==> config.mk <==
export PLATFORM = sky130hd
export DESIGN_NAME = prefix_expression_stack_evaluator_unit
export DESIGN_NICKNAME = d
export VERILOG_FILES = /design/src/hw/rtl/pesev_pkg.sv /design/src/hw/rtl/pesev_alu.sv /design/src/hw/rtl/prefix_expression_stack_evaluator_unit.sv
export SDC_FILE = /design/constraint.sdc
export NUM_CORES = 2
export LEC_CHECK = 0
export BUFFER_PORTS_ARGS = -buffer_cell sky130_fd_sc_hd__buf_2
export CAP_MARGIN = 20
export CORE_MARGIN = 2
export CORE_UTILIZATION = 35
export CTS_CLUSTER_DIAMETER = 30
export DETAILED_ROUTE_END_ITERATION = 6
export SETUP_SLACK_MARGIN = 0.4
export SYNTH_ARGS = -nofsm -noshare
export SYNTH_HDL_FRONTEND = slang
export SYNTH_SLANG_ARGS = --single-unit
==> constraint.sdc <==
create_clock -name clk -period 12.67 [get_ports clk]
set_input_delay 0.6335 -clock clk [delete_from_list [all_inputs] [get_ports clk]]
set_output_delay 0.6335 -clock clk [all_outputs]
set_load 0.03 [all_outputs]
==> src/hw/rtl/pesev_pkg.sv <==
// Shared types and constants for the prefix expression stack evaluator.
// Token codes, operator and error codes, and the request/response structs of the arithmetic unit.
`timescale 1ns / 1ps
package pesev_pkg;

	localparam logic [7:0] TOK_MUL = 8'h2A;
	localparam logic [7:0] TOK_DIV = 8'h2F;
	localparam logic [7:0] TOK_ADD = 8'h2B;
	localparam logic [7:0] TOK_SUB = 8'h2D;
	localparam logic [7:0] TOK_MOD = 8'h25;
	localparam logic [7:0] TOK_POW = 8'h5E;
	localparam logic [7:0] TOK_NEG = 8'h21;
	localparam logic [7:0] TOK_A   = 8'h61;
	localparam logic [7:0] TOK_Z   = 8'h7A;
	localparam int unsigned NUM_VARS = 26;

	typedef enum logic [2:0] {
		OP_ADD,
		OP_SUB,
		OP_MUL,
		OP_DIV,
		OP_MOD,
		OP_POW
	} op_t;

	typedef enum logic [2:0] {
		ERR_OK,
		ERR_UNDERFLOW,
		ERR_DIV_ZERO,
		ERR_FULL,
		ERR_ZERO_NEG_POW
	} err_t;

	typedef struct packed {
		logic start;
		op_t  op;
	} alu_req_t;

	typedef struct packed {
		logic done;
		err_t err;
	} alu_rsp_t;

	function automatic op_t tok_to_op(input logic [7:0] tok);
		op_t op;
		case (tok)
			TOK_MUL: op = OP_MUL;
			TOK_DIV: op = OP_DIV;
			TOK_SUB: op = OP_SUB;
			TOK_MOD: op = OP_MOD;
			TOK_POW: op = OP_POW;
			default: op = OP_ADD;
		endcase
		return op;
	endfunction

endpackage

==> src/hw/rtl/pesev_alu.sv <==
// Shared multi-cycle arithmetic unit: add, subtract, shift-add multiply,
// restoring divide/modulo and square-and-multiply power. Depends on pesev_pkg.
`timescale 1ns / 1ps
module pesev_alu #(
	parameter int unsigned W = 32
) (
	input  logic                clk,
	input  logic                arst_n,
	input  pesev_pkg::alu_req_t req,
	input  logic [W-1:0]        a,
	input  logic [W-1:0]        b,
	output pesev_pkg::alu_rsp_t rsp,
	output logic [W-1:0]        res
);
	import pesev_pkg::*;

	localparam int unsigned CW = $clog2(W + 1);
	localparam logic [W-1:0] ONE = W'(1);

	typedef enum logic [2:0] {
		A_IDLE,
		A_MUL,
		A_DIV,
		A_PCHK,
		A_PMR,
		A_PSQ
	} astate_t;

	astate_t       state_q;
	op_t           op_q;
	logic [W-1:0]  acc_q, cand_q, plier_q;
	logic [W-1:0]  rem_q, quo_q, dvs_q;
	logic [CW-1:0] cnt_q;
	logic          sa_q, sb_q;
	logic [W-1:0]  r_q, base_q, e_q;
	alu_rsp_t      rsp_q;
	logic [W-1:0]  res_q;

	logic [W:0]    rem_sh, rem_try;
	logic [W-1:0]  acc_add, abs_a, abs_b;

	assign rem_sh  = {rem_q, quo_q[W-1]};
	assign rem_try = rem_sh - {1'b0, dvs_q};
	assign acc_add = acc_q + cand_q;
	assign abs_a   = a[W-1] ? (W'(0) - a) : a;
	assign abs_b   = b[W-1] ? (W'(0) - b) : b;
	assign rsp     = rsp_q;
	assign res     = res_q;

	always_ff @(posedge clk or negedge arst_n) begin
		alu_rsp_t rsp_n;
		if (!arst_n) begin
			state_q <= A_IDLE;
			rsp_q   <= '{done: 1'b0, err: ERR_OK};
		end else begin
			rsp_n      = rsp_q;
			rsp_n.done = 1'b0;
			case (state_q)
				A_IDLE: begin
					if (req.start) begin
						op_q      <= req.op;
						rsp_n.err = ERR_OK;
						case (req.op)
							OP_ADD: begin
								res_q      <= a + b;
								rsp_n.done = 1'b1;
							end
							OP_SUB: begin
								res_q      <= a - b;
								rsp_n.done = 1'b1;
							end
							OP_MUL: begin
								acc_q   <= '0;
								cand_q  <= a;
								plier_q <= b;
								state_q <= A_MUL;
							end
							OP_DIV, OP_MOD: begin
								if (b == '0) begin
									rsp_n.err  = ERR_DIV_ZERO;
									rsp_n.done = 1'b1;
								end else begin
									sa_q    <= a[W-1];
									sb_q    <= b[W-1];
									quo_q   <= abs_a;
									dvs_q   <= abs_b;
									rem_q   <= '0;
									cnt_q   <= '0;
									state_q <= A_DIV;
								end
							end
							OP_POW: begin
								if (b[W-1]) begin
									rsp_n.done = 1'b1;
									if (a == '0)
										rsp_n.err = ERR_ZERO_NEG_POW;
									else if (a == ONE)
										res_q <= ONE;
									else if (a == '1)
										res_q <= b[0] ? '1 : ONE;
									else
										res_q <= '0;
								end else begin
									r_q     <= ONE;
									base_q  <= a;
									e_q     <= b;
									state_q <= A_PCHK;
								end
							end
							default: begin
								res_q      <= '0;
								rsp_n.done = 1'b1;
							end
						endcase
					end
				end
				A_MUL, A_PMR, A_PSQ: begin
					if (plier_q != '0) begin
						if (plier_q[0])
							acc_q <= acc_add;
						cand_q  <= cand_q << 1;
						plier_q <= plier_q >> 1;
					end else begin
						case (state_q)
							A_MUL: begin
								res_q      <= acc_q;
								rsp_n.done = 1'b1;
								state_q    <= A_IDLE;
							end
							A_PMR: begin
								r_q <= acc_q;
								if (e_q[W-1:1] == '0) begin
									res_q      <= acc_q;
									rsp_n.done = 1'b1;
									state_q    <= A_IDLE;
								end else begin
									acc_q   <= '0;
									cand_q  <= base_q;
									plier_q <= base_q;
									e_q     <= e_q >> 1;
									state_q <= A_PSQ;
								end
							end
							default: begin
								base_q  <= acc_q;
								state_q <= A_PCHK;
							end
						endcase
					end
				end
				A_PCHK: begin
					if (e_q == '0) begin
						res_q      <= r_q;
						rsp_n.done = 1'b1;
						state_q    <= A_IDLE;
					end else if (e_q[0]) begin
						acc_q   <= '0;
						cand_q  <= r_q;
						plier_q <= base_q;
						state_q <= A_PMR;
					end else begin
						acc_q   <= '0;
						cand_q  <= base_q;
						plier_q <= base_q;
						e_q     <= e_q >> 1;
						state_q <= A_PSQ;
					end
				end
				A_DIV: begin
					if (cnt_q == CW'(W)) begin
						if (op_q == OP_DIV)
							res_q <= (sa_q ^ sb_q) ? (W'(0) - quo_q) : quo_q;
						else
							res_q <= sa_q ? (W'(0) - rem_q) : rem_q;
						rsp_n.done = 1'b1;
						state_q    <= A_IDLE;
					end else begin
						rem_q <= rem_try[W] ? rem_sh[W-1:0] : rem_try[W-1:0];
						quo_q <= {quo_q[W-2:0], ~rem_try[W]};
						cnt_q <= cnt_q + CW'(1);
					end
				end
				default: state_q <= A_IDLE;
			endcase
			rsp_q <= rsp_n;
		end
	end

endmodule

==> src/hw/rtl/prefix_expression_stack_evaluator_unit.sv <==
// Prefix expression evaluator: value stack and letter table in synchronous RAMs.
// One item at a time: an item goes from decode straight to the output register (new letter,
// '!' or other), through a letter-table read (known letter), or through the stack operand read
// and the bit-serial steps of pesev_alu (binary operators). The next item can be taken
// in the cycle after the result loads. Depends on pesev_pkg, pesev_alu.
// Reset empties the stack and forgets all letters; RAM contents are not cleared.
`timescale 1ns / 1ps
module prefix_expression_stack_evaluator_unit #(
	parameter int unsigned STACK_DEPTH = 64,
	parameter int unsigned VALUE_WIDTH = 32
) (
	input  logic               clk,
	input  logic               arst_n,
	input  logic               in_valid,
	output logic               in_ready,
	input  logic [7:0]         token,
	input  logic signed [31:0] var_value,
	input  logic               first_token,
	output logic               out_valid,
	input  logic               out_ready,
	output logic signed [31:0] top_value,
	output logic [6:0]         stack_depth,
	output logic [2:0]         error_code
);
	import pesev_pkg::*;

	localparam int unsigned W  = VALUE_WIDTH;
	localparam int unsigned AW = (STACK_DEPTH > 1) ? $clog2(STACK_DEPTH) : 1;
	localparam int unsigned DW = $clog2(STACK_DEPTH + 1);

	typedef enum logic [2:0] {
		S_IDLE,
		S_DEC,
		S_RDV,
		S_RDB,
		S_ALU,
		S_OUT
	} state_t;

	state_t                  state_q;
	logic [7:0]              tok_q;
	logic [W-1:0]            vv_q;
	logic [DW-1:0]           depth_q;
	logic [W-1:0]            top_q;
	logic [NUM_VARS-1:0]     known_q;
	err_t                    err_q;
	logic                    out_valid_q;
	logic signed [31:0]      top_value_q;
	logic [6:0]              stack_depth_q;
	logic [2:0]              error_code_q;

	logic [W-1:0]            stack_mem [STACK_DEPTH];
	logic [W-1:0]            var_mem [NUM_VARS];
	logic [W-1:0]            stk_rdata_q, var_rdata_q;

	logic                    stk_we, stk_re, var_we, var_re;
	logic [AW-1:0]           stk_waddr, stk_raddr;
	logic [W-1:0]            stk_wdata;
	logic [4:0]              var_idx;
	logic                    is_letter, is_binop, has_room;
	alu_req_t                alu_req;
	alu_rsp_t                alu_rsp;
	logic [W-1:0]            alu_res;

	always_comb begin
		is_letter = tok_q inside {[TOK_A:TOK_Z]};
		is_binop  = tok_q inside {TOK_MUL, TOK_DIV, TOK_ADD, TOK_SUB, TOK_MOD, TOK_POW};
	end
	assign var_idx  = 5'(tok_q - TOK_A);
	assign has_room = depth_q < DW'(STACK_DEPTH);
	assign in_ready = (state_q == S_IDLE);
	assign alu_req  = '{start: state_q == S_RDB, op: tok_to_op(tok_q)};

	always_comb begin
		stk_we    = 1'b0;
		stk_re    = 1'b0;
		var_we    = 1'b0;
		var_re    = 1'b0;
		stk_waddr = AW'(depth_q);
		stk_raddr = AW'(depth_q - DW'(2));
		stk_wdata = vv_q;
		case (state_q)
			S_DEC: begin
				if (is_binop) begin
					stk_re = depth_q >= DW'(2);
				end else if (tok_q == TOK_NEG) begin
					stk_we    = depth_q != '0;
					stk_waddr = AW'(depth_q - DW'(1));
					stk_wdata = W'(0) - top_q;
				end else if (is_letter) begin
					if (known_q[var_idx]) begin
						var_re = 1'b1;
					end else begin
						var_we = 1'b1;
						stk_we = has_room;
					end
				end
			end
			S_RDV: begin
				stk_we    = has_room;
				stk_wdata = var_rdata_q;
			end
			S_ALU: begin
				stk_we    = alu_rsp.done && (alu_rsp.err == ERR_OK);
				stk_waddr = AW'(depth_q - DW'(2));
				stk_wdata = alu_res;
			end
			default: ;
		endcase
	end

	always_ff @(posedge clk) begin
		if (stk_we)
			stack_mem[stk_waddr] <= stk_wdata;
		if (stk_re)
			stk_rdata_q <= stack_mem[stk_raddr];
		if (var_we)
			var_mem[var_idx] <= vv_q;
		if (var_re)
			var_rdata_q <= var_mem[var_idx];
	end

	pesev_alu #(.W(W)) u_alu (
		.clk    (clk),
		.arst_n (arst_n),
		.req    (alu_req),
		.a      (top_q),
		.b      (stk_rdata_q),
		.rsp    (alu_rsp),
		.res    (alu_res)
	);

	always_ff @(posedge clk or negedge arst_n) begin
		if (!arst_n) begin
			state_q     <= S_IDLE;
			depth_q     <= '0;
			known_q     <= '0;
			err_q       <= ERR_OK;
			out_valid_q <= 1'b0;
		end else begin
			if (out_ready && (state_q != S_OUT))
				out_valid_q <= 1'b0;
			case (state_q)
				S_IDLE: begin
					if (in_valid) begin
						tok_q <= token;
						vv_q  <= W'(var_value);
						if (first_token) begin
							depth_q <= '0;
							known_q <= '0;
						end
						state_q <= S_DEC;
					end
				end
				S_DEC: begin
					if (is_binop) begin
						if (depth_q < DW'(2)) begin
							err_q   <= ERR_UNDERFLOW;
							state_q <= S_OUT;
						end else begin
							err_q   <= ERR_OK;
							state_q <= S_RDB;
						end
					end else if (tok_q == TOK_NEG) begin
						state_q <= S_OUT;
						if (depth_q == '0) begin
							err_q <= ERR_UNDERFLOW;
						end else begin
							err_q <= ERR_OK;
							top_q <= W'(0) - top_q;
						end
					end else if (is_letter) begin
						if (known_q[var_idx]) begin
							err_q   <= ERR_OK;
							state_q <= S_RDV;
						end else begin
							state_q          <= S_OUT;
							known_q[var_idx] <= 1'b1;
							if (has_room) begin
								err_q   <= ERR_OK;
								top_q   <= vv_q;
								depth_q <= depth_q + DW'(1);
							end else begin
								err_q <= ERR_FULL;
							end
						end
					end else begin
						err_q   <= ERR_OK;
						state_q <= S_OUT;
					end
				end
				S_RDV: begin
					if (has_room) begin
						top_q   <= var_rdata_q;
						depth_q <= depth_q + DW'(1);
					end else begin
						err_q <= ERR_FULL;
					end
					state_q <= S_OUT;
				end
				S_RDB: state_q <= S_ALU;
				S_ALU: begin
					if (alu_rsp.done) begin
						err_q <= alu_rsp.err;
						if (alu_rsp.err == ERR_OK) begin
							top_q   <= alu_res;
							depth_q <= depth_q - DW'(1);
						end
						state_q <= S_OUT;
					end
				end
				S_OUT: begin
					if (!out_valid_q || out_ready) begin
						out_valid_q   <= 1'b1;
						top_value_q   <= (depth_q == '0) ? 32'sd0 : 32'(signed'(top_q));
						stack_depth_q <= 7'(depth_q);
						error_code_q  <= err_q;
						state_q       <= S_IDLE;
					end
				end
				default: state_q <= S_IDLE;
			endcase
		end
	end

	assign out_valid   = out_valid_q;
	assign top_value   = top_value_q;
	assign stack_depth = stack_depth_q;
	assign error_code  = error_code_q;

endmodule

==> flow_summary.toml <==
[power_and_ir_drop]
switching_share = 0.322
internal_power_w = 0.0296
p_sw_w = 0.0140
power.density_nw_per_um2 = 248
p_leak_nw = 57.9
pwr-share-seq = 0.334
pwr-share-comb = 0.258
peakVddDrop_mv = 0.363
p_clk_frac = 0.407

[clock_network]
h-tree-depth = 6
clk_pin_slew_ns = 0.05
clock_latency_ns = 1.04
numCtsBuffers = 655
cts.sinks = 3434
postCtsSetupRepairBufs = 0
clockBufferDepth = 4
root_buffer = "clkbuf_16"
cts_tree = "yes"

[routing]
vias_per_cell = 5.62
drt_wl_total_um = 425000
wl_per_cell_um = 29.8
ant_nets = 0
dr.pass1.iters = 7
route.detailed.drc = 16
vias = 80400
drt_first_iter_violations = 10300

[cells_and_area]
nFillCells = 34600
stdcell_area_sq_um = 176000
layout_common_cells = "3388 x edfxtp_1, 856 x mux4_2, 660 x clkbuf_16"
synthToLayoutAreaGrowth_pct = 23.4
nets = 8461
final_common_cell = "edfxtp_1"
utilization = 0.434
drive_above_1_share = 0.281

[die]
die-area_sq_um = 413000
die_width_um = 643
die_y_um = 643
row_count = 234
initial_core_util = 0.351
io-pin-count = 89
core-area_sq_um = 406000

[synthesis]
synth-main-ff-cell = "edfxtp_1"
ys_seq_area_frac = 0.721
netlist_top_cells_area = "edfxtp_1 71%, mux4_2 14%, mux2i_1 1.3%"
syn_inst = 7695
synth_cell_type_count = 95
synth_top_area_frac = 0.713
netlist_area_sq_um = 143000
synth_edf_count = 3388
synth_nets = 7859
synth.avg_cell_area_sq_um = 18.5
synth-seq-cells = 3434
ys_warn_count = 0
synth_top_area_cell = "edfxtp_1"
synthArstFlopShare = 0.0134

[setup_path]
crit_type = "reg -> reg"
cp_data_required_time_ns = 13.23
start_kind = "flip-flop"
critical_path_buf_inv_count = 3
worstPathCellList = "inv_1 -> ha_4 -> buf_4 -> mux4_2 -> nor2_1 -> nor2_1 -> o22ai_1 -> o21ai_1 -> buf_4 -> o21ai_1 -> a221o_1 -> nand3_2 -> nor2_4"
max_stage_delay_ns = 1.18
cp.depth = 13
crit_start = "tok_q[1]"
rr_worst_depth = 13
rrSetupSlack_ns = 5.80
crit_end = "stack_mem[28][14]"
arrival_ns = 7.43
endpoint_kind = "flip-flop"
r2r_end = "stack_mem[28][14]"
crit_fanout = 50
cp_slowest_cell = "nor2_4"
path_delay_family = "simple AND/OR/NAND/NOR gates"
reg2reg_from = "tok_q[1]"

[run_status]
failed_checks = "DRC"
outcome = "finished, violations left"

[run]
maxCapViolations = 0

[timing]
hold_viol = 0
fin_setup_tns_ns = 0
post-route-period-util = 0.542
fin_skew_ns = 0.0966
rsz0062_at_grt = "false"
period_needed_ns = 6.87
tightest_slew_ns = 1.14
setup_violations = 0
slew_violations = 0
timing.fmax_mhz = 145
maxSlewHeadroom = 0.216

[global_route]
grt_pass1_vias = 79300
grt_usage = 0.200
grt_overflow_total = 0
grt_pass1_wl_um = 598000
antenna_found_initial = 42
grt_max_degree = 133

[placement]
portBuffers = 88
dp_hpwl_um = 264000
gp_congestion = 0.951
place_area_sq_um = 152000

[hold_path]
hp-class = "in -> reg"
metrics by stage:
stage | hold WS (ns) | std cells | worst slack (ns) | power, W
after floorplan | 0.338 | 7695 | 3.25 | 0.0209
final | 0.249 | 14300 | 5.80 | 0.0437
after CTS | 0.217 | 14200 | 5.74 | 0.0438
after global routing | 0.211 | 14300 | 5.57 | 0.0448
after detailed placement | 0.469 | 13000 | 5.81 | 0.0260
after global placement | 0.460 | 13000 | 5.56 | 0.0258
worst min-delay path by stage:
| stage | startpoint | endpoint | slack, ns | cells after the start |
|---|---|---|---|---|
| 5_1_grt | out_ready | out_valid | 0.21 | 3 |
| 4_1_cts | out_ready | out_valid | 0.22 | 3 |
| 6_report | out_ready | out_valid | 0.25 | 3 |
| 3_3_place_gp | known_q[19] | known_q[19] | 0.46 | 1 |
| 3_5_place_dp | known_q[3] | known_q[3] | 0.47 | 1 |
| 2_1_floorplan | arst_n | depth_q[0] | 0.34 | 0 |
metal layers:
metal  GRT usage  wire [um]
met1       0.264     166000
met2       0.316     201000
met3      0.0442      38300
met4      0.0904      19900
met5           0         86
cells by family after synthesis:
group | count (synthesis) | synth area share
mux | 1060 | 0.150
xor+xnor | 264 | 0.0163
fa+ha+maj | 119 | 0.0106
flops | 3434 | 0.721
simple gates | 1217 | 0.0396
buf+inv | 575 | 0.0156
compound gates | 1026 | 0.0475
cell type report:
class	count	area, sq um	share of cell area
inverters	144	541	0.00307
clock inverters	482	6190	0.0352
multi-input cells	3686	39000	0.221
repair buffers	376	3830	0.0218
diodes	20	50.0	0.000284
flip-flops and latches	3434	103000	0.584
well taps	5428	6790	0.0386
clock buffers	722	16800	0.0953
power groups by stage:
stage	clock, W	sequential [W]	combinational (W)
2_1_floorplan	0	0.0147	0.00616
6_report	0.0178	0.0146	0.0113
5_1_grt	0.0185	0.0146	0.0117
4_1_cts	0.0180	0.0146	0.0113
3_5_place_dp	0	0.0148	0.0112
3_3_place_gp	0	0.0148	0.0110
sequential cells by signal, summed over array words and instances, names as in the netlist, 26 cells and up:
name and flops:
u_alu.rem_q 32, var_mem 832, var_rdata_q 32, known_q 26, top_value 32, u_alu.dvs_q 32, vv_q 32, u_alu.r_q 32
u_alu.acc_q 32, u_alu.e_q 31, u_alu.quo_q 32, top_q 32, u_alu.cand_q 32, stk_rdata_q 32, u_alu.plier_q 32, stack_mem 2048
u_alu.base_q 32, u_alu.res 32
repair_timing:
item / CTS / global route
hold endpoints to repair: 87 / 0
hold buffers: 42 / 0
resized for setup: 0 / 0
worst reg2reg max path: cells and delay by family (launching register included):
family                   cells  cell delay (ns)
AND/OR/NAND/NOR              4             2.34
buffers and inverters        3             1.21
AO/OA/AOI/OAI                4             1.16
adder cells (fa/ha/maj)      1             0.76
flip-flops                   1             0.50
multiplexers                 1             0.43
Yosys cell counts (18+ instances only):
library cell / n
nor2b_1: 29
nand2b_1: 33
nor2_1: 371
a31oi_1: 56
a22oi_1: 46
xor2_1: 142
or3_1: 41
o221ai_1: 57
o21ai_0: 228
nor4_1: 30
mux2i_1: 185
inv_1: 143
nor3_1: 57
buf_2: 36
a21oi_1: 221
buf_1: 90
a211oi_1: 31
a211o_1: 20
nand4_1: 24
edfxtp_1: 3388
a222oi_1: 30
a22o_1: 32
o31ai_1: 37
a21o_1: 80
mux2_2: 18
o22ai_1: 36
ha_1: 116
or2_2: 19
dfrtp_1: 46
nand2_1: 390
mux4_2: 856
o21ai_1: 18
and3_1: 23
and2_1: 67
nand3_1: 93
xnor2_1: 121
clkbuf_1: 300
o211ai_1: 20
No activity file was read; power rests on OpenSTA's default activity.
